$ cat config.mk
export PLATFORM = sky130hd
export DESIGN_NAME = signed_int_to_radix_digits
export DESIGN_NICKNAME = d
export VERILOG_FILES = /design/src/sv/sitrd_pkg.sv /design/src/sv/sitrd_ctrl.sv /design/src/sv/sitrd_dp.sv /design/src/sv/signed_int_to_radix_digits.sv
export SDC_FILE = /design/constraint.sdc
export NUM_CORES = 1
export LEC_CHECK = 0
export BUFFER_PORTS_ARGS = -buffer_cell sky130_fd_sc_hd__buf_2
export CAP_MARGIN = 25
export CELL_PAD_IN_SITES_DETAIL_PLACEMENT = 0
export CELL_PAD_IN_SITES_GLOBAL_PLACEMENT = 1
export CORE_ASPECT_RATIO = 1.25
export CORE_UTILIZATION = 47
export CTS_CLUSTER_SIZE = 10
export DETAILED_ROUTE_END_ITERATION = 16
export PLACE_DENSITY = 0.87
export SYNTH_ARGS = -nofsm -noshare
export SYNTH_HDL_FRONTEND = slang
export SYNTH_SLANG_ARGS = --single-unit
$ cat constraint.sdc
create_clock -name clk -period 23.9 [get_ports clk]
set_input_delay 4.78 -clock clk [delete_from_list [all_inputs] [get_ports clk]]
set_output_delay 4.78 -clock clk [all_outputs]
set_load 0.01 [all_outputs]
$ cat src/sv/sitrd_pkg.sv
// shared types and constants of the signed integer to radix digits converter
// no dependencies; imported by the controller, the datapath and the top level
`default_nettype none

package sitrd_pkg;

    // operand and digit geometry
    localparam int VALUE_WIDTH = 32;
    localparam int MAX_RADIX   = 16;
    localparam int RADIX_W     = 5;
    localparam int DIGIT_W     = 4;
    localparam int CHAR_W      = 8;
    localparam int TABLE_W     = 64;
    localparam int NUM_BYTES   = VALUE_WIDTH / 8;
    localparam int BYTE_IDX_W  = (NUM_BYTES > 1) ? $clog2(NUM_BYTES) : 1;
    localparam int STORE_IDX_W = $clog2(VALUE_WIDTH);
    localparam int CNT_W       = $clog2(VALUE_WIDTH + 1);

    // configuration register indexes
    localparam int CFG_IDX_W = 2;
    localparam logic [CFG_IDX_W-1:0] CFG_RADIX      = 2'd0;
    localparam logic [CFG_IDX_W-1:0] CFG_CHARS_LOW  = 2'd1;
    localparam logic [CFG_IDX_W-1:0] CFG_CHARS_HIGH = 2'd2;

    // reset value of the radix register
    localparam logic [RADIX_W-1:0] RADIX_RESET = 5'd10;

    // ascii minus sign
    localparam logic [CHAR_W-1:0] MINUS_CODE = 8'h2D;

    // controller states
    typedef enum logic [1:0] {
        ST_IDLE,
        ST_DIV,
        ST_SIGN,
        ST_DIGITS
    } state_t;

    // commands from controller to datapath
    typedef struct packed {
        logic load;
        logic step;
        logic emit_sign;
        logic emit_digit;
    } cmd_t;

    // status from datapath to controller
    typedef struct packed {
        logic conv_done;
        logic neg;
        logic last_digit;
        logic out_space;
    } sts_t;

endpackage

`default_nettype wire

$ cat src/sv/sitrd_ctrl.sv
// controller state machine: load, digit extraction, sign and digit emission
// depends on sitrd_pkg for the state type and the command and status structs
`default_nettype none

module sitrd_ctrl (
    input  wire logic           clk,
    input  wire logic           rst_n,
    input  wire logic           in_valid,
    output logic                in_ready,
    input  wire sitrd_pkg::sts_t sts,
    output sitrd_pkg::cmd_t     cmd
);
    import sitrd_pkg::*;

    state_t state_reg;
    state_t state_next;

    // state register
    always_ff @(posedge clk or negedge rst_n)
    begin
        if (!rst_n)
        begin
            state_reg <= ST_IDLE;
        end
        else
        begin
            state_reg <= state_next;
        end
    end

    // next state
    always_comb
    begin
        state_next = state_reg;
        case (state_reg)
            ST_IDLE:
            begin
                if (in_valid)
                begin
                    state_next = ST_DIV;
                end
            end
            ST_DIV:
            begin
                if (sts.conv_done)
                begin
                    state_next = sts.neg ? ST_SIGN : ST_DIGITS;
                end
            end
            ST_SIGN:
            begin
                if (sts.out_space)
                begin
                    state_next = ST_DIGITS;
                end
            end
            ST_DIGITS:
            begin
                if (sts.out_space && sts.last_digit)
                begin
                    state_next = ST_IDLE;
                end
            end
            default:
            begin
                state_next = ST_IDLE;
            end
        endcase
    end

    // outputs
    always_comb
    begin
        cmd      = '0;
        in_ready = 1'b0;
        case (state_reg)
            ST_IDLE:
            begin
                in_ready = 1'b1;
                cmd.load = in_valid;
            end
            ST_DIV:
            begin
                cmd.step = 1'b1;
            end
            ST_SIGN:
            begin
                cmd.emit_sign = sts.out_space;
            end
            ST_DIGITS:
            begin
                cmd.emit_digit = sts.out_space;
            end
            default:
            begin
                cmd = '0;
            end
        endcase
    end

    // a finished conversion always moves on to emission
    ap_done_to_emit: assert property (@(posedge clk) disable iff (!rst_n)
        (state_reg == ST_DIV && sts.conv_done)
            |=> (state_reg == ST_SIGN || state_reg == ST_DIGITS))
        else $error("conversion done but emission not started");

    // the final digit frees the input side
    ap_last_frees_input: assert property (@(posedge clk) disable iff (!rst_n)
        (cmd.emit_digit && sts.last_digit) |=> in_ready)
        else $error("input not ready after last character");

endmodule

`default_nettype wire

$ cat src/sv/sitrd_dp.sv
// datapath: config registers, quotient/remainder registers, byte-wise divider,
// digit store, character lookup and output register; depends on sitrd_pkg
`default_nettype none

module sitrd_dp (
    input  wire logic                                  clk,
    input  wire logic                                  rst_n,
    input  wire logic                                  cfg_valid,
    input  wire logic [sitrd_pkg::CFG_IDX_W-1:0]       cfg_index,
    input  wire logic [sitrd_pkg::TABLE_W-1:0]         cfg_data,
    input  wire logic signed [sitrd_pkg::VALUE_WIDTH-1:0] value,
    input  wire logic                                  out_ready,
    output logic                                       out_valid,
    output logic [sitrd_pkg::CHAR_W-1:0]               char_code,
    output logic                                       last_char,
    input  wire sitrd_pkg::cmd_t                       cmd,
    output sitrd_pkg::sts_t                            sts
);
    import sitrd_pkg::*;

    // one restoring division step per bit over a byte, remainder stays below r
    function automatic logic [CHAR_W+DIGIT_W-1:0] div_byte(
        input logic [DIGIT_W-1:0] rem_in,
        input logic [CHAR_W-1:0]  dividend,
        input logic [RADIX_W-1:0] r
    );
        logic [DIGIT_W-1:0] rem_w;
        logic [RADIX_W-1:0] trial;
        logic [CHAR_W-1:0]  quo;
        rem_w = rem_in;
        quo   = '0;
        for (int i = CHAR_W - 1; i >= 0; i--)
        begin
            trial = {rem_w, dividend[i]};
            if (trial >= r)
            begin
                quo[i] = 1'b1;
                trial  = trial - r;
            end
            rem_w = trial[DIGIT_W-1:0];
        end
        return {quo, rem_w};
    endfunction

    // index of the highest nonzero byte, zero for a zero word
    function automatic logic [BYTE_IDX_W-1:0] top_byte(
        input logic [VALUE_WIDTH-1:0] q
    );
        logic [BYTE_IDX_W-1:0] idx;
        idx = '0;
        for (int b = 0; b < NUM_BYTES; b++)
        begin
            if (q[b*CHAR_W +: CHAR_W] != '0)
            begin
                idx = BYTE_IDX_W'(b);
            end
        end
        return idx;
    endfunction

    // configuration registers
    logic [RADIX_W-1:0] radix_reg;
    logic [TABLE_W-1:0] chars_low_reg;
    logic [TABLE_W-1:0] chars_high_reg;

    // conversion state
    logic [VALUE_WIDTH-1:0] q_reg;
    logic [DIGIT_W-1:0]     rem_reg;
    logic [BYTE_IDX_W-1:0]  bi_reg;
    logic [CNT_W-1:0]       n_reg;
    logic                   neg_reg;
    logic [DIGIT_W-1:0]     digit_store_reg [VALUE_WIDTH];

    // output register
    logic                   out_valid_reg;
    logic [CHAR_W-1:0]      char_reg;
    logic                   last_reg;

    // combinational datapath signals
    logic [RADIX_W-1:0]       eff_radix;
    logic                     pow2;
    logic [2:0]               shift_amt;
    logic [DIGIT_W-1:0]       digit_mask;
    logic [VALUE_WIDTH-1:0]   value_u;
    logic [VALUE_WIDTH-1:0]   magnitude;
    logic [CHAR_W+DIGIT_W-1:0] div_out;
    logic [VALUE_WIDTH-1:0]   q_next;
    logic [DIGIT_W-1:0]       rem_next;
    logic [DIGIT_W-1:0]       digit;
    logic                     digit_done;
    logic [CNT_W-1:0]         rd_cnt;
    logic [DIGIT_W-1:0]       rd_digit;
    logic [CHAR_W-1:0]        rd_char;
    logic [TABLE_W-1:0]       table_word;
    logic                     out_space;

    // radix clamped to the supported range
    always_comb
    begin
        eff_radix = radix_reg;
        if (radix_reg < RADIX_W'(2))
        begin
            eff_radix = RADIX_W'(2);
        end
        else if (radix_reg > RADIX_W'(MAX_RADIX))
        begin
            eff_radix = RADIX_W'(MAX_RADIX);
        end
    end

    // power-of-two radix takes a shift per digit
    always_comb
    begin
        pow2      = 1'b1;
        shift_amt = 3'd1;
        case (eff_radix)
            5'd2:    shift_amt = 3'd1;
            5'd4:    shift_amt = 3'd2;
            5'd8:    shift_amt = 3'd3;
            5'd16:   shift_amt = 3'd4;
            default: pow2      = 1'b0;
        endcase
    end

    assign digit_mask = DIGIT_W'(eff_radix - RADIX_W'(1));

    // magnitude of the input, most negative value stays exact unsigned
    assign value_u   = $unsigned(value);
    assign magnitude = value_u[VALUE_WIDTH-1] ? (~value_u + VALUE_WIDTH'(1)) : value_u;

    // one step of the digit extraction
    assign div_out = div_byte(rem_reg, q_reg[bi_reg*CHAR_W +: CHAR_W], eff_radix);

    always_comb
    begin
        q_next     = q_reg;
        rem_next   = rem_reg;
        digit      = '0;
        digit_done = 1'b0;
        if (pow2)
        begin
            q_next     = q_reg >> shift_amt;
            digit      = q_reg[DIGIT_W-1:0] & digit_mask;
            digit_done = 1'b1;
        end
        else
        begin
            for (int b = 0; b < NUM_BYTES; b++)
            begin
                if (BYTE_IDX_W'(b) == bi_reg)
                begin
                    q_next[b*CHAR_W +: CHAR_W] = div_out[CHAR_W+DIGIT_W-1:DIGIT_W];
                end
            end
            rem_next   = div_out[DIGIT_W-1:0];
            digit      = div_out[DIGIT_W-1:0];
            digit_done = (bi_reg == '0);
        end
    end

    // configuration writes
    always_ff @(posedge clk or negedge rst_n)
    begin
        if (!rst_n)
        begin
            radix_reg      <= RADIX_RESET;
            chars_low_reg  <= '0;
            chars_high_reg <= '0;
        end
        else if (cfg_valid)
        begin
            case (cfg_index)
                CFG_RADIX:      radix_reg      <= cfg_data[RADIX_W-1:0];
                CFG_CHARS_LOW:  chars_low_reg  <= cfg_data;
                CFG_CHARS_HIGH: chars_high_reg <= cfg_data;
                default:        radix_reg      <= radix_reg;
            endcase
        end
    end

    // quotient, remainder, byte pointer, digit count and sign
    always_ff @(posedge clk or negedge rst_n)
    begin
        if (!rst_n)
        begin
            q_reg   <= '0;
            rem_reg <= '0;
            bi_reg  <= '0;
            n_reg   <= '0;
            neg_reg <= 1'b0;
        end
        else if (cmd.load)
        begin
            q_reg   <= magnitude;
            rem_reg <= '0;
            bi_reg  <= top_byte(magnitude);
            n_reg   <= '0;
            neg_reg <= value_u[VALUE_WIDTH-1];
        end
        else if (cmd.step)
        begin
            q_reg <= q_next;
            if (digit_done)
            begin
                rem_reg <= '0;
                bi_reg  <= top_byte(q_next);
                n_reg   <= n_reg + CNT_W'(1);
            end
            else
            begin
                rem_reg <= rem_next;
                bi_reg  <= bi_reg - BYTE_IDX_W'(1);
            end
        end
        else if (cmd.emit_digit)
        begin
            n_reg <= n_reg - CNT_W'(1);
        end
    end

    // digit store, least significant digit first
    always_ff @(posedge clk)
    begin
        if (cmd.step && digit_done)
        begin
            digit_store_reg[n_reg[STORE_IDX_W-1:0]] <= digit;
        end
    end

    // character lookup for the next digit, most significant first
    assign rd_cnt     = n_reg - CNT_W'(1);
    assign rd_digit   = digit_store_reg[rd_cnt[STORE_IDX_W-1:0]];
    assign table_word = rd_digit[DIGIT_W-1] ? chars_high_reg : chars_low_reg;
    assign rd_char    = table_word[rd_digit[DIGIT_W-2:0]*CHAR_W +: CHAR_W];

    // output register
    assign out_space = !out_valid_reg || out_ready;

    always_ff @(posedge clk or negedge rst_n)
    begin
        if (!rst_n)
        begin
            out_valid_reg <= 1'b0;
        end
        else if (cmd.emit_sign || cmd.emit_digit)
        begin
            out_valid_reg <= 1'b1;
        end
        else if (out_ready)
        begin
            out_valid_reg <= 1'b0;
        end
    end

    always_ff @(posedge clk)
    begin
        if (cmd.emit_sign)
        begin
            char_reg <= MINUS_CODE;
            last_reg <= 1'b0;
        end
        else if (cmd.emit_digit)
        begin
            char_reg <= rd_char;
            last_reg <= (n_reg == CNT_W'(1));
        end
    end

    assign out_valid = out_valid_reg;
    assign char_code = char_reg;
    assign last_char = last_reg;

    // status to the controller
    assign sts.conv_done  = cmd.step && digit_done
                            && ((q_next == '0) || (n_reg == CNT_W'(VALUE_WIDTH - 1)));
    assign sts.neg        = neg_reg;
    assign sts.last_digit = (n_reg == CNT_W'(1));
    assign sts.out_space  = out_space;

    // a character is only loaded into a free output register
    ap_emit_space: assert property (@(posedge clk) disable iff (!rst_n)
        (cmd.emit_sign || cmd.emit_digit) |-> (!out_valid_reg || out_ready))
        else $error("output register overwritten");

    // digit emission never runs past the stored digits
    ap_emit_count: assert property (@(posedge clk) disable iff (!rst_n)
        cmd.emit_digit |-> (n_reg != '0))
        else $error("digit emitted with empty store");

    // partial remainder stays below the radix
    ap_rem_range: assert property (@(posedge clk) disable iff (!rst_n)
        cmd.step |-> ({1'b0, rem_reg} < eff_radix))
        else $error("remainder out of range");

    // digit store never overflows
    ap_store_bound: assert property (@(posedge clk) disable iff (!rst_n)
        cmd.step |-> (n_reg < CNT_W'(VALUE_WIDTH)))
        else $error("digit store overflow");

endmodule

`default_nettype wire

$ cat src/sv/signed_int_to_radix_digits.sv
// Converts a signed 32-bit integer into its characters in a configured radix
// (2 to 16), most significant first, with a leading '-' for negative values and
// the final character flagged on last_char. Radix values below 2 act as 2, above
// 16 as 16; digit codes come from the two 64-bit table registers, unchecked.
// Configuration writes (cfg_index 0 radix, 1 digits 0-7, 2 digits 8-15) are
// always taken and must only happen while no conversion is in flight. One value
// is converted at a time: the acceptance cycle, then the digit extraction, then
// one character per cycle while the output is taken. For a power-of-two radix
// each digit is taken with one shift; otherwise each digit comes from stepping
// the byte-wide restoring divider through the significant bytes (1 to 4) of the
// remaining quotient, highest first. The next value is accepted once the last
// character sits in the output register.
// Depends on sitrd_pkg, sitrd_ctrl and sitrd_dp.
`default_nettype none

module signed_int_to_radix_digits (
    input  wire logic                                     clk,
    input  wire logic                                     rst_n,
    input  wire logic                                     cfg_valid,
    output logic                                          cfg_ready,
    input  wire logic [sitrd_pkg::CFG_IDX_W-1:0]          cfg_index,
    input  wire logic [sitrd_pkg::TABLE_W-1:0]            cfg_data,
    input  wire logic                                     in_valid,
    output logic                                          in_ready,
    input  wire logic signed [sitrd_pkg::VALUE_WIDTH-1:0] value,
    output logic                                          out_valid,
    input  wire logic                                     out_ready,
    output logic [sitrd_pkg::CHAR_W-1:0]                  char_code,
    output logic                                          last_char
);
    import sitrd_pkg::*;

    cmd_t cmd;
    sts_t sts;

    // configuration writes never stall
    assign cfg_ready = 1'b1;

    // sequencing
    sitrd_ctrl u_ctrl (
        .clk      (clk),
        .rst_n    (rst_n),
        .in_valid (in_valid),
        .in_ready (in_ready),
        .sts      (sts),
        .cmd      (cmd)
    );

    // arithmetic, storage and output register
    sitrd_dp u_dp (
        .clk       (clk),
        .rst_n     (rst_n),
        .cfg_valid (cfg_valid),
        .cfg_index (cfg_index),
        .cfg_data  (cfg_data),
        .value     (value),
        .out_ready (out_ready),
        .out_valid (out_valid),
        .char_code (char_code),
        .last_char (last_char),
        .cmd       (cmd),
        .sts       (sts)
    );

endmodule

`default_nettype wire
## Yosys cells after proc, flatten, opt, wreduce, memory -nomap -nowiden

Memory sizes are Yosys's and may differ from the RTL's.
Cells that the tools add are included.

- Word-level logic and storage cells: 151
- Memory bits (read-only): 0
- Bits in latches: 0
- Input bits: 103
- Output and inout port bits: 12
- Memory bits (writable): 128
- Memories kept: 1
- Flip-flop bits (word level): 190

Memories:

| memory | depth | width | rd ports | clocked after memory_dff | wr ports | line | source |
|---|---|---|---|---|---|---|---|
| u_dp.digit_store_reg | 32 | 4 | 1 | 0 | 1 | sitrd_dp.sv:72 | `logic [DIGIT_W-1:0] digit_store_reg [VALUE_WIDTH];` |

- Shifts and indexed selects: 3
- Equality and inequality tests: 20
- Add/sub/neg operators: 13
- Mux-type cells: 63
- Reductions and logical operators: 27
- Div/mod/pow operators: 0
- Multiply operators: 0
- Bitwise operators: 2
- $lt $le $gt $ge: 10

Operators by type and width:

| kind | number |
|---|---|
| two-way mux 32 bit | 4 |
| two-way mux 64 bit | 1 |
| indexed part select 64 x 7 -> 8 bit | 1 |
| two-way mux 4 bit | 13 |
| nonzero test 8 bit | 6 |
| >= comparator 5 bit | 8 |
| adder 32 x 1 -> 32 bit, second input constant | 1 |
| zero test 32 bit | 1 |
| two-way mux 8 bit | 4 |
| inverter 32 bit | 1 |
| indexed part select 32 x 6 -> 8 bit | 1 |
| >> shifter 32 x 3 -> 32 bit | 1 |
| subtractor 4 bit | 8 |
| two-way mux 6 bit | 4 |
| two-way mux 1 bit | 22 |
| two-way mux 2 bit | 11 |
| two-way mux 5 bit | 2 |
| AND reduction 2 bit | 5 |
| case mux 3 bit (3 select lines) | 1 |
| case mux 2 bit (4 select lines) | 1 |
| adder 6 x 1 -> 6 bit, second input constant | 1 |
| equality test 2 bit, second input constant | 3 |
| equality test 6 x 1 -> 1 bit, second input constant | 1 |
| equality test 6 x 5 -> 1 bit, second input constant | 1 |
| other kinds (24) | 36 |

## Depth between registers and ports, before layout

Gate-level depths: netlist (run 1).

- Depth after elaboration: 28
- Mapped depth: 71
- Mapped depth without buffers: 62

## Modules after synthesis

From an unflattened synthesis (run 1), not the netlist that was laid out.

- Cells, all modules: 1,636
- Area total of the unflattened synthesis: 18,826.8 sq um

By module, submodules not included:

| module | instances | sequential area each (sq um) | cells each | area an instance (sq um) |
|---|---|---|---|---|
| sitrd_dp | 1 | 8,505.7 | 1,613 | 18,610.3 |
| sitrd_ctrl | 1 | 50.0 | 21 | 205.2 |
| signed_int_to_radix_digits | 1 | 0.0 | 2 | 11.3 |

## Least setup slack after synthesis (run 1)

OpenSTA, ideal clock, no wires.

- Kind: register -> register
- Start: register u_dp.radix_reg[3]
- End: memory u_dp.digit_store_reg[0][2], data pin
- Data required time: 23,446 ps
- Slack: 8,740 ps
- Buffers on the path: 10
- Clock period less this slack: 15,160 ps
- Stages on the path, launching flop included: 65
- Arrival: 14,706 ps
- Library setup time: 454 ps
- Cells stage by stage: dfstp_2 > clkbuf_1 > buf_2 > buf_1 > clkbuf_1 > o311ai_0 > inv_1 > ha_1 > nor2b_1 > o31a_1 > o22ai_1 > clkbuf_1 > mux2_2 > ha_1 > o21a_1 > o31ai_1 > a31oi_1 > clkbuf_1 > [... 29 more ...] > nor2_1 > a21oi_1 > inv_1 > ha_1 > nor2b_1 > o31ai_1 > a31o_2 > clkbuf_1 > nor2_1 > a21oi_1 > inv_1 > ha_1 > nor2b_1 > o31a_1 > o22ai_1 > clkbuf_1 > a21oi_1 > o21ai_0

- Longest elaborated chain between the ends: 20
- Elaborated cells on any way between the ends: 37
- Those cells by class: add/sub (9); order compare (10); eq/ne (4); mux (12); bitwise (1); reduce/logical (1)

RTL lines:

| element | line | source |
|---|---|---|
| start: declaration | sitrd_dp.sv:62 | `logic [RADIX_W-1:0] radix_reg;` |
| start signal: assignment | sitrd_dp.sv:173 | `CFG_RADIX: radix_reg <= cfg_data[RADIX_W-1:0];` |
| start signal: assignment | sitrd_dp.sv:176 | `default: radix_reg <= radix_reg;` |
| > comparator 5 bit | sitrd_dp.sv:105 | `else if (radix_reg > RADIX_W'(MAX_RADIX))` |
| two-way mux 5 bit | sitrd_dp.sv:105 |  |
| two-way mux 5 bit * | sitrd_dp.sv:101 | `if (radix_reg < RADIX_W'(2))` |
| subtractor 4 bit / >= comparator 5 bit (equally long branches) | sitrd_dp.sv:38, sitrd_dp.sv:35 |  |
| two-way mux 4 bit | sitrd_dp.sv:35 | `if (trial >= r)` |
| subtractor 4 bit / >= comparator 5 bit (equally long branches) | sitrd_dp.sv:38, sitrd_dp.sv:35 |  |
| two-way mux 4 bit | sitrd_dp.sv:35 |  |
| subtractor 4 bit / >= comparator 5 bit (equally long branches) | sitrd_dp.sv:38, sitrd_dp.sv:35 |  |
| [... 5 more ...] | -- |  |
| subtractor 4 bit / >= comparator 5 bit (equally long branches) | sitrd_dp.sv:38, sitrd_dp.sv:35 |  |
| two-way mux 4 bit | sitrd_dp.sv:35 |  |
| >= comparator 5 bit / subtractor 4 bit (equally long branches) | sitrd_dp.sv:35, sitrd_dp.sv:38 |  |
| two-way mux 4 bit | sitrd_dp.sv:35 |  |
| subtractor 4 bit / >= comparator 5 bit (equally long branches) | sitrd_dp.sv:38, sitrd_dp.sv:35 |  |
| two-way mux 4 bit | sitrd_dp.sv:35 |  |
| two-way mux 4 bit * | sitrd_dp.sv:140 | `if (pow2)` |
| named net u_dp.digit[2] | sitrd_dp.sv:89 | `logic [DIGIT_W-1:0] digit;` |
| end: declaration | sitrd_dp.sv:72 |  |

Mark *: on every way through the listed nets, which the timed path passes. The rest lies on a longest branch.

## Worst setup path after layout (run 1)

- Start: register u_dp.radix_reg[3]
- End: register u_ctrl.state_reg[1]

- Longest elaborated chain between the ends: 26
- Elaborated cells on any way between the ends: 54
- Those cells by class: add/sub (7); order compare (10); eq/ne (5); shift (1); mux (25); reduce/logical (6)

RTL lines:

| element | line | source |
|---|---|---|
| > comparator 5 bit | sitrd_dp.sv:105 |  |
| two-way mux 5 bit | sitrd_dp.sv:105 |  |
| two-way mux 5 bit * | sitrd_dp.sv:101 |  |
| subtractor 4 bit / >= comparator 5 bit (equally long branches) | sitrd_dp.sv:38, sitrd_dp.sv:35 |  |
| two-way mux 4 bit | sitrd_dp.sv:35 |  |
| subtractor 4 bit / >= comparator 5 bit (equally long branches) | sitrd_dp.sv:38, sitrd_dp.sv:35 |  |
| two-way mux 4 bit | sitrd_dp.sv:35 |  |
| subtractor 4 bit / >= comparator 5 bit (equally long branches) | sitrd_dp.sv:38, sitrd_dp.sv:35 |  |
| [... 10 more ...] | -- |  |
| two-way mux 1 bit | sitrd_dp.sv:35 |  |
| two-way mux 8 bit | sitrd_dp.sv:150 | `if (BYTE_IDX_W'(b) == bi_reg)` |
| two-way mux 32 bit | sitrd_dp.sv:140 |  |
| zero test 32 bit | sitrd_dp.sv:275 | `&& ((q_next == '0) \|\| (n_reg == CNT_W'(VALUE_WIDTH - 1)));` |
| logical OR 1 bit | sitrd_dp.sv:275 |  |
| logical AND 1 bit * | sitrd_dp.sv:275 |  |
| != test 2 bit (no line) * | -- |  |
| AND reduction 4 bit (no line) * | -- |  |
| end signal: assignment | sitrd_ctrl.sv:27 | `state_reg <= state_next;` |
| end: declaration | sitrd_ctrl.sv:15 | `state_t state_reg;` |

Mark *: on every way between the ends. The rest lies on a longest branch, timed or not.
A chain may end at the register's enable or synchronous reset.

==> flow_summary.ini, run 1 <==
[clock_network]
cts.htree.levels = 2
postCtsSetupBuffers = 0
clock_path_buffers = 3
cts_tree = done
numCtsBuffers = 38
cts.repair.resized = 0
hold_buffers = 0
path_clk_slew_ns = 0.06
root_buffer = clkbuf_16
clock_latency_ns = 0.57
cts_sinks = 318

[die]
ios = 115
core_area_sq_um = 39200
rows = 81
die_area_sq_um = 40800
die_y_um = 225
chipWidth_um = 181
start_util_pct = 47.9

[synthesis]
synthCells = 1687
synth_top_area_share_pct = 23.9
synth_edf_count = 128
synthesis.nets = 1854
netlist_area_sq_um = 18800
synth_common_cells = dfrtp_1 (179), mux2_2 (142), edfxtp_1 (128), nand2_1 (126), nor2_1 (118)
async_flop_share_pct = 56.9
avgSynthCellArea_sq_um = 11.1
ys_ff_latch = 318
post-synth-top-count-cell = dfrtp_1
ys.flop_type = dfrtp_1
ys_types = 86
synth_top_area_cell = dfrtp_1
yosys_warnings = 0
synth.area.top_cells = dfrtp_1 (24%), edfxtp_1 (20%), mux2_2 (8.5%)
ys_seq_area_share_pct = 45.6

[timing]
tns_ns = 0
slew_headroom_pct = 28.3
max_freq_mhz = 60.2
finalCriticalPeriod_ns = 16.62
finalMaxSlewViolations = 0
worst_slew_pin_slew_ns = 1.07
rsz0062_at_grt = false
skew_ns = 0.0413
finalSetupViolations = 0
finalHoldViolations = 0
finalCritPeriodShare_pct = 69.5

[critical_path]
critical_path_class = register to register
cp_slowest_stage_delay_ns = 0.77
arrival_ns = 17.07
crit_path_end_kind = register
cp_slowest_cell = o22ai_1
required_ns = 24.35
cp_max_fo = 50
crit_path_start_kind = register

[global_routing]
gr-usage-met2_pct = 45.0
use_met3_pct = 4.17
global_route.peak_usage_layer = met2
grt_pass1_wl_um = 83700
grt_pass1_vias = 14400
grt_antenna_before_repair = 1
grt_max_degree = 71
grt_usage_pct = 26.6
met1_usage_pct = 33.1
grt-ovfl-total = 0

[detailed_routing]
drtAntennaViolNets = 0
postRouteWirelength_um = 54500
wire_per_inst_um = 24.0
dr.pass1.iters = 6
drtIter0Drc = 1638
vias = 14600
viasPerCell = 6.44
route.detailed.drc = 0

[cells_and_area]
nets = 1916
drive_gt1_share_pct = 22.9
syn2layout_area_growth_pct = 11.3
largest_reg_flops = 128

[place]
io_buffers = 113
post-dp-hpwl_um = 37300
gp_congestion = 0.962

[hold_path]
hp-class = register to register

[outcome]
status = complete, no violations

[flow_run]
maxCapViolations = 0
==> metal layers <==
| layer | wire (um) | part of all wire [%] | vias to the layer above |
|---|---|---|---|
| li1 | - | - | 6492 |
| met1 | 21600 | 40 | 7199 |
| met2 | 26100 | 48 | 764 |
| met3 | 3960 | 7.3 | 183 |
| met4 | 2840 | 5.2 | 0 |
| met5 | 0 | 0 | - |
==> critical path, delay by kind of cell, from the launching register on <==
kind	cells	cell delay, ns
AO/OA/AOI/OAI	24	8.07
adder cells (fa/ha/maj)	8	2.33
buffers and inverters	11	1.63
flip-flops	1	0.36
multiplexers	3	1.11
AND/OR/NAND/NOR	18	2.92
==> area by class of cell <==
type                            count  area (sq um)
Fill cell                        3355         18300
Multi-Input combinational cell   1199          9560
Sequential cell                   318          8560
Clock buffer                       61          1070
Timing Repair Buffer              146           820
Tap cell                          498           623
Inverter                           46           173
Clock inverter                      4          92.6
Antenna cell                        1          2.50
==> path summary, 6_finish.rpt <==
check	cells after the start	slack [ns]	endpoint	startpoint
setup / recovery	64	7.28	u_ctrl.state_reg[1]$_DFFE_PN0P_	u_dp.radix_reg[3]$_DFFE_PN1P_
hold / removal	1	0.47	u_dp.last_char$_SDFFE_PP0P_	u_dp.last_char$_SDFFE_PP0P_
setup reg to reg	64	7.28	u_ctrl.state_reg[1]$_DFFE_PN0P_	u_dp.radix_reg[3]$_DFFE_PN1P_
hold reg to reg	1	0.47	u_dp.last_char$_SDFFE_PP0P_	u_dp.last_char$_SDFFE_PP0P_
max in group asynchronous	2	18.42	u_dp.n_reg[0]$_DFFE_PN0P_	rst_n
min in group asynchronous	1	4.19	u_dp.chars_low_reg[31]$_DFFE_PN0P_	rst_n
==> cell usage in the layout (no fill, tap or decap), drive strengths merged, types with 6 or more instances in the layout <==
master / synthesis / final
and2: 10 / 10
buf: 30 / 146
or3: 6 / 6
a221oi: 20 / 20
a31oi: 12 / 12
ha: 56 / 56
nand4: 10 / 10
xnor2: 13 / 13
inv: 44 / 44
nor3: 25 / 25
nand2: 126 / 126
edfxtp: 128 / 128
nor2: 118 / 118
o41ai: 6 / 6
mux4: 48 / 48
a21oi: 52 / 52
clkbuf: 94 / 61
nor2b: 18 / 18
o21a: 19 / 19
a22oi: 36 / 36
o22ai: 23 / 23
o211ai: 27 / 27
nor4: 10 / 10
or2: 7 / 7
fa: 8 / 8
nand3b: 9 / 9
xor2: 29 / 29
a211oi: 12 / 12
dfrtp: 179 / 179
nand2b: 11 / 11
or4: 6 / 6
o21ai: 108 / 108
nand3: 25 / 25
dfxtp: 9 / 9
o31ai: 18 / 18
a32oi: 9 / 9
nor3b: 9 / 9
o221ai: 6 / 6
mux2: 143 / 143
mux2i: 92 / 92
==> metrics by stage <==
stage | instance area (sq um) | std cells | worst slack (ns) | utilization, % | hold slack, ns
2_1_floorplan | 18800 | 1687 | 8.74 | - | 0.446
3_3_place_gp | 19700 | 2206 | 8.66 | 50.3 | 0.452
3_5_place_dp | 19700 | 2206 | 7.73 | 50.3 | 0.457
4_1_cts | 20900 | 2271 | 7.65 | 53.2 | 0.477
5_1_grt | 20900 | 2272 | 6.07 | 53.3 | 0.509
6_report | 20900 | 2273 | 7.28 | 53.3 | 0.474
==> logic make-up after synthesis <==
group	after synthesis	synth area share, %
buffers and inverters	170	3.75
other	1	0.0200
multiplexers	283	19.2
AND/OR/NAND/NOR	405	10.3
AO/OA/AOI/OAI	404	14.5
XOR/XNOR	42	2.04
flip-flops	318	45.6
adder cells (fa/ha/maj)	64	4.59
Power of run 1 is left out: the tool's default activity adds up to more than one toggle a clock period on the data nets, which glitch-free logic cannot reach.
==> inputs of run 2 (changes only) <==
- clock period: 23.9 -> 16.6 ns (I/O delays scaled with it)
==> run 2 against run 1 <==
  * Setup slack got worse by 5.9 ns
  * Register-to-register slack got worse by 5.9 ns
  * Maximum frequency increased by 9.2%
  * Wire length increased by 0.16%
  * Non-clock buffer count increased by 3
  * Final area increased by 0.26%
  * Clock-buffer cell count decreased by 1
  * Cell count about the same
  * Clock skew decreased by 0.012 ns
  * Sequential share of layout area decreased by 0.11 points
  * Utilization increased by 0.14 points
==> flow_summary.ini, run 2 (synthesis results as in run 1) <==
[outcome]
status = complete, no violations

[global_routing]
grt_pass1_wl_um = 85200
grt_antenna_before_repair = 1
grt_max_degree = 105
grt-ovfl-total = 0
grt_pass1_vias = 14800
grt_usage_pct = 26.9

[detailed_routing]
route.detailed.drc = 0
wl_met1_um = 21600
dr.pass1.iters = 7
drtAntennaViolNets = 0
drtIter0Drc = 1544
dr.max_layer_used = met5
viasPerCell = 6.41
vias = 14600
wire_per_inst_um = 24.0
routed-wl-met2_um = 26500
postRouteWirelength_um = 54600
routed-wl-met3_um = 3740

[clock_network]
root_buffer = clkbuf_16
cts_sinks = 318
clock_latency_ns = 0.55
cts_tree = done
hold_buffers = 0
numCtsBuffers = 38
path_clk_slew_ns = 0.06
clock_path_buffers = 3
cts.htree.levels = 2

[timing]
finalCriticalPeriod_ns = 15.22
setup_slack_ns = 1.38
finalCritPeriodShare_pct = 91.7
skew_ns = 0.0288
rsz0062_at_grt = false
slew_headroom_pct = 34.0
max_freq_mhz = 65.7
tns_ns = 0
finalMaxSlewViolations = 0
finalHoldViolations = 0
worst_slew_pin_slew_ns = 0.987
finalSetupViolations = 0

[critical_path]
path_common_cell = ha_1
arrival_ns = 15.66
crit_path_end_kind = register
critical_path_class = register to register
cp_slowest_stage_delay_ns = 0.52
cp_max_fo = 29
cp_slowest_cell = nand2_1
cp_top_family = compound AO/OA/AOI/OAI gates
required_ns = 17.04
path_buf_inv = 11
crit_path_start_kind = register

[cells_and_area]
final_common_cell = dfrtp_1
nets = 1919
final_cells = 2275
layout_common_cells = dfrtp_1 (178), mux2_2 (142), edfxtp_1 (128), nand2_1 (126), nor2_1 (118)
multi_input_area_sq_um = 9560
fill_cells = 3358
seq_area_sq_um = 8560
largest_reg_flops = 128
antenna_cells = 0
syn2layout_area_growth_pct = 11.6
drive_gt1_share_pct = 23.1

[place]
dp_cells = 2207
gp_congestion = 0.967
io_buffers = 113
dp_slack_ns = 1.26
post-dp-hpwl_um = 37800

[die]
core_area_sq_um = 39200
ios = 115
chipWidth_um = 181
die_y_um = 225
die_area_sq_um = 40800
rows = 81
start_util_pct = 47.9

[flow_run]
maxCapViolations = 0

[hold_path]
hp-class = register to register
-- run 2: cell count changes in the layout (fill, tap and decap cells not counted), sizes merged --
cell	delta
clkinv	-1
diode	-1
buf	+3
clkbuf	-1
inv	+1
clkinvlp	+1
-- run 2: cell type report --
| class | instances | share of cell area (%) |
|---|---|---|
| Tap cell | 498 | 2.98 |
| Inverter | 46 | 0.842 |
| Clock inverter | 5 | 0.329 |
| Sequential cell | 318 | 40.9 |
| Multi-Input combinational cell | 1199 | 45.7 |
| Timing Repair Buffer | 149 | 4.31 |
| Clock buffer | 60 | 5.04 |
-- run 2: per-stage QoR --
stage               cell area [sq um]  util (%)  hold WS [ns]
floorplan                       18800         -         0.446
detailed placement              19700      50.3         0.462
finish                          20900      53.4         0.475
CTS                             20900      53.2         0.477
global route                    20900      53.4         0.509
global placement                19700      50.3         0.455
-- run 2: path summary, 6_finish.rpt --
path	startpoint	to	slack (ns)	depth (start not counted)
worst max-delay path	u_dp.radix_reg[4]$_DFFE_PN0P_	u_ctrl.state_reg[1]$_DFFE_PN0P_	1.38	64
worst min-delay path	u_dp.last_char$_SDFFE_PP0P_	u_dp.last_char$_SDFFE_PP0P_	0.48	1
worst max register to register	u_dp.radix_reg[4]$_DFFE_PN0P_	u_ctrl.state_reg[1]$_DFFE_PN0P_	1.38	64
worst min register to register	u_dp.last_char$_SDFFE_PP0P_	u_dp.last_char$_SDFFE_PP0P_	0.48	1
max in group asynchronous	rst_n	u_dp.chars_high_reg[42]$_DFFE_PN0P_	12.52	4
min in group asynchronous	rst_n	u_dp.chars_low_reg[22]$_DFFE_PN0P_	2.70	1
-- run 2: repair_timing --
action	in CTS	in global routing
buffers inserted	0	0
resized for setup	0	3
endpoints found under the setup margin	0	2
-- run 2: layer usage --
layer | track usage (%) | vias up
met5 | 0 | -
met4 | 13.0 | 2
met3 | 4.95 | 181
met2 | 45.4 | 662
met1 | 33.2 | 7207
li1 | - | 6521
Power of run 2 is left out for the same reason.
==> inputs of run 3 (changes only) <==
- CORE_UTILIZATION: 47 -> 45
- clock period: 16.6 -> 12.4 ns (I/O delays scaled with it)
==> run 3 against run 2 <==
  * Die area up 4.4%
  * Non-clock buffer count up 32
  * Final area up 3.8%
  * Register-to-register slack worse by 1.0 ns
  * Highest routed layer unchanged
  * Critical endpoint unchanged
  * Via count up 0.77%
  * Largest cell class unchanged
  * Critical path depth down 5
  * Sequential share of layout area down 1.5 points
  * Maximum frequency up 26%
  * Utilization down 0.53 points
  * Flip-flop and latch count unchanged
  * Setup slack worse by 1.0 ns
  * Clock-buffer cell count up 5
==> flow_summary.ini, run 3 (synthesis results as in run 1) <==
[global_routing]
grt_max_degree = 107
grt_pass1_wl_um = 83600
grt-ovfl-total = 0
grt_usage_pct = 25.3
grt_pass1_vias = 14500
grt_antenna_before_repair = 3

[timing]
skew_ns = 0.0317
max_freq_mhz = 83.0
slew_headroom_pct = 35.1
worst_slew_pin_slew_ns = 0.971
finalSetupViolations = 0
finalMaxSlewViolations = 0
finalCriticalPeriod_ns = 12.05
finalHoldViolations = 0
finalCritPeriodShare_pct = 97.2

[place]
io_buffers = 113
dp_cells = 2272
gp_congestion = 0.963
post-dp-hpwl_um = 37400

[clock_network]
hold_buffers = 0
root_buffer = clkbuf_16
numCtsBuffers = 39
cts_tree = done
clock_path_buffers = 3
cts.htree.levels = 2
path_clk_slew_ns = 0.06
cts_sinks = 318
clock_latency_ns = 0.54

[detailed_routing]
drtIter0Drc = 1085
drtAntennaViolNets = 0
vias = 14700
wire_per_inst_um = 23.2
viasPerCell = 6.20
dr.pass1.iters = 6
postRouteWirelength_um = 54900
route.detailed.drc = 0

[outcome]
status = complete, no violations

[critical_path]
cp_max_fo = 9
required_ns = 12.83
critical_path_class = register to register
path_common_cell = ha_1
crit_path_end_kind = register
crit_path_start_kind = register
cp_slowest_cell = mux4_2
arrival_ns = 12.48
cp_slowest_stage_delay_ns = 0.61

[hold_path]
hp-class = register to register

[flow_run]
maxCapViolations = 0

[die]
rows = 83
chipWidth_um = 185
die_area_sq_um = 42500
core_area_sq_um = 41100
ios = 115
die_y_um = 230
start_util_pct = 45.7

[cells_and_area]
layout_common_cells = dfrtp_1 (178), mux2_2 (139), edfxtp_1 (128), nand2_1 (125), nor2_1 (114)
final_common_cell = dfrtp_1
fin_util_pct = 52.9
nets = 1952
drive_gt1_share_pct = 27.1
fill_cells = 3519
largest_reg_flops = 128
antenna_cells = 0
syn2layout_area_growth_pct = 15.8
final_cells = 2367
-- run 3: cell count changes in the layout (fill, tap and decap cells not counted), moves of 4 or more --
cell	delta
nor2_1	-4
ha_4	+6
clkbuf_1	+4
inv_2	+4
o31ai_4	+4
nor2b_4	+6
a21oi_1	-5
nor2b_1	-7
nor2_2	+4
ha_1	-7
buf_4	+29
o31ai_1	-5
-- run 3: metrics by stage --
| step | hold WS, ns | cell area, sq um | setup TNS (ns) | worst slack, ns |
|---|---|---|---|---|
| floorplan | 0.446 | 19100 | 0 | 0.0160 |
| global placement | 0.457 | 20100 | 0 | 0.221 |
| detailed placement | 0.474 | 20100 | -0.712 | -0.376 |
| CTS | 0.488 | 21400 | 0 | 0.00609 |
| global route | 0.512 | 21700 | -0.0943 | -0.0943 |
| finish | 0.487 | 21700 | 0 | 0.345 |
-- run 3: per-layer routing --
layer / up-vias / wire (um) / global-route usage (%)
met1: 7296 / 21700 / 31.4
met4: 6 / 2500 / 10.8
met5: - / 41 / 0
li1: 6591 / - / -
met2: 622 / 27000 / 43.4
met3: 170 / 3570 / 4.05
-- run 3: area by class of cell --
cell class	instances	area (sq um)	share of cell area [%]
clock inverter	6	100	0.460
tap	552	691	3.18
timing repair buffer	181	1160	5.32
sequential	318	8560	39.4
multi-input combinational	1199	9970	45.9
clock buffer	65	1090	5.04
inverter	46	173	0.794
-- run 3: final timing paths --
kind                                                start                                 end  slack, ns  cells after the start
min in group asynchronous                           rst_n  u_dp.chars_low_reg[50]$_DFFE_PN0P_       1.78                      1
min                        u_dp.char_code[1]$_SDFFE_PP0P_      u_dp.char_code[1]$_SDFFE_PP0P_       0.49                      2
max reg2reg                    u_dp.bi_reg[0]$_DFFE_PN0P_     u_ctrl.state_reg[1]$_DFFE_PN0P_       0.35                     59
max                            u_dp.bi_reg[0]$_DFFE_PN0P_     u_ctrl.state_reg[1]$_DFFE_PN0P_       0.35                     59
max in group asynchronous                           rst_n           u_dp.n_reg[0]$_DFFE_PN0P_       9.76                      3
min reg2reg                u_dp.char_code[1]$_SDFFE_PP0P_      u_dp.char_code[1]$_SDFFE_PP0P_       0.49                      2
-- run 3: timing repair --
item                       in CTS  in global routing
setup endpoints to repair       3                135
resized for setup               6                 23
setup buffers                   5                 15
pin swaps                       3                 20
-- run 3: worst max-delay path, delay by kind of cell, from the launching register on --
family	cells	cell delay (ns)
adder cells (fa/ha/maj)	8	2.08
AO/OA/AOI/OAI	24	4.68
buffers and inverters	9	0.94
AND/OR/NAND/NOR	13	2.00
multiplexers	5	1.89
flip-flops	1	0.36
Power of run 3 is left out for the same reason.
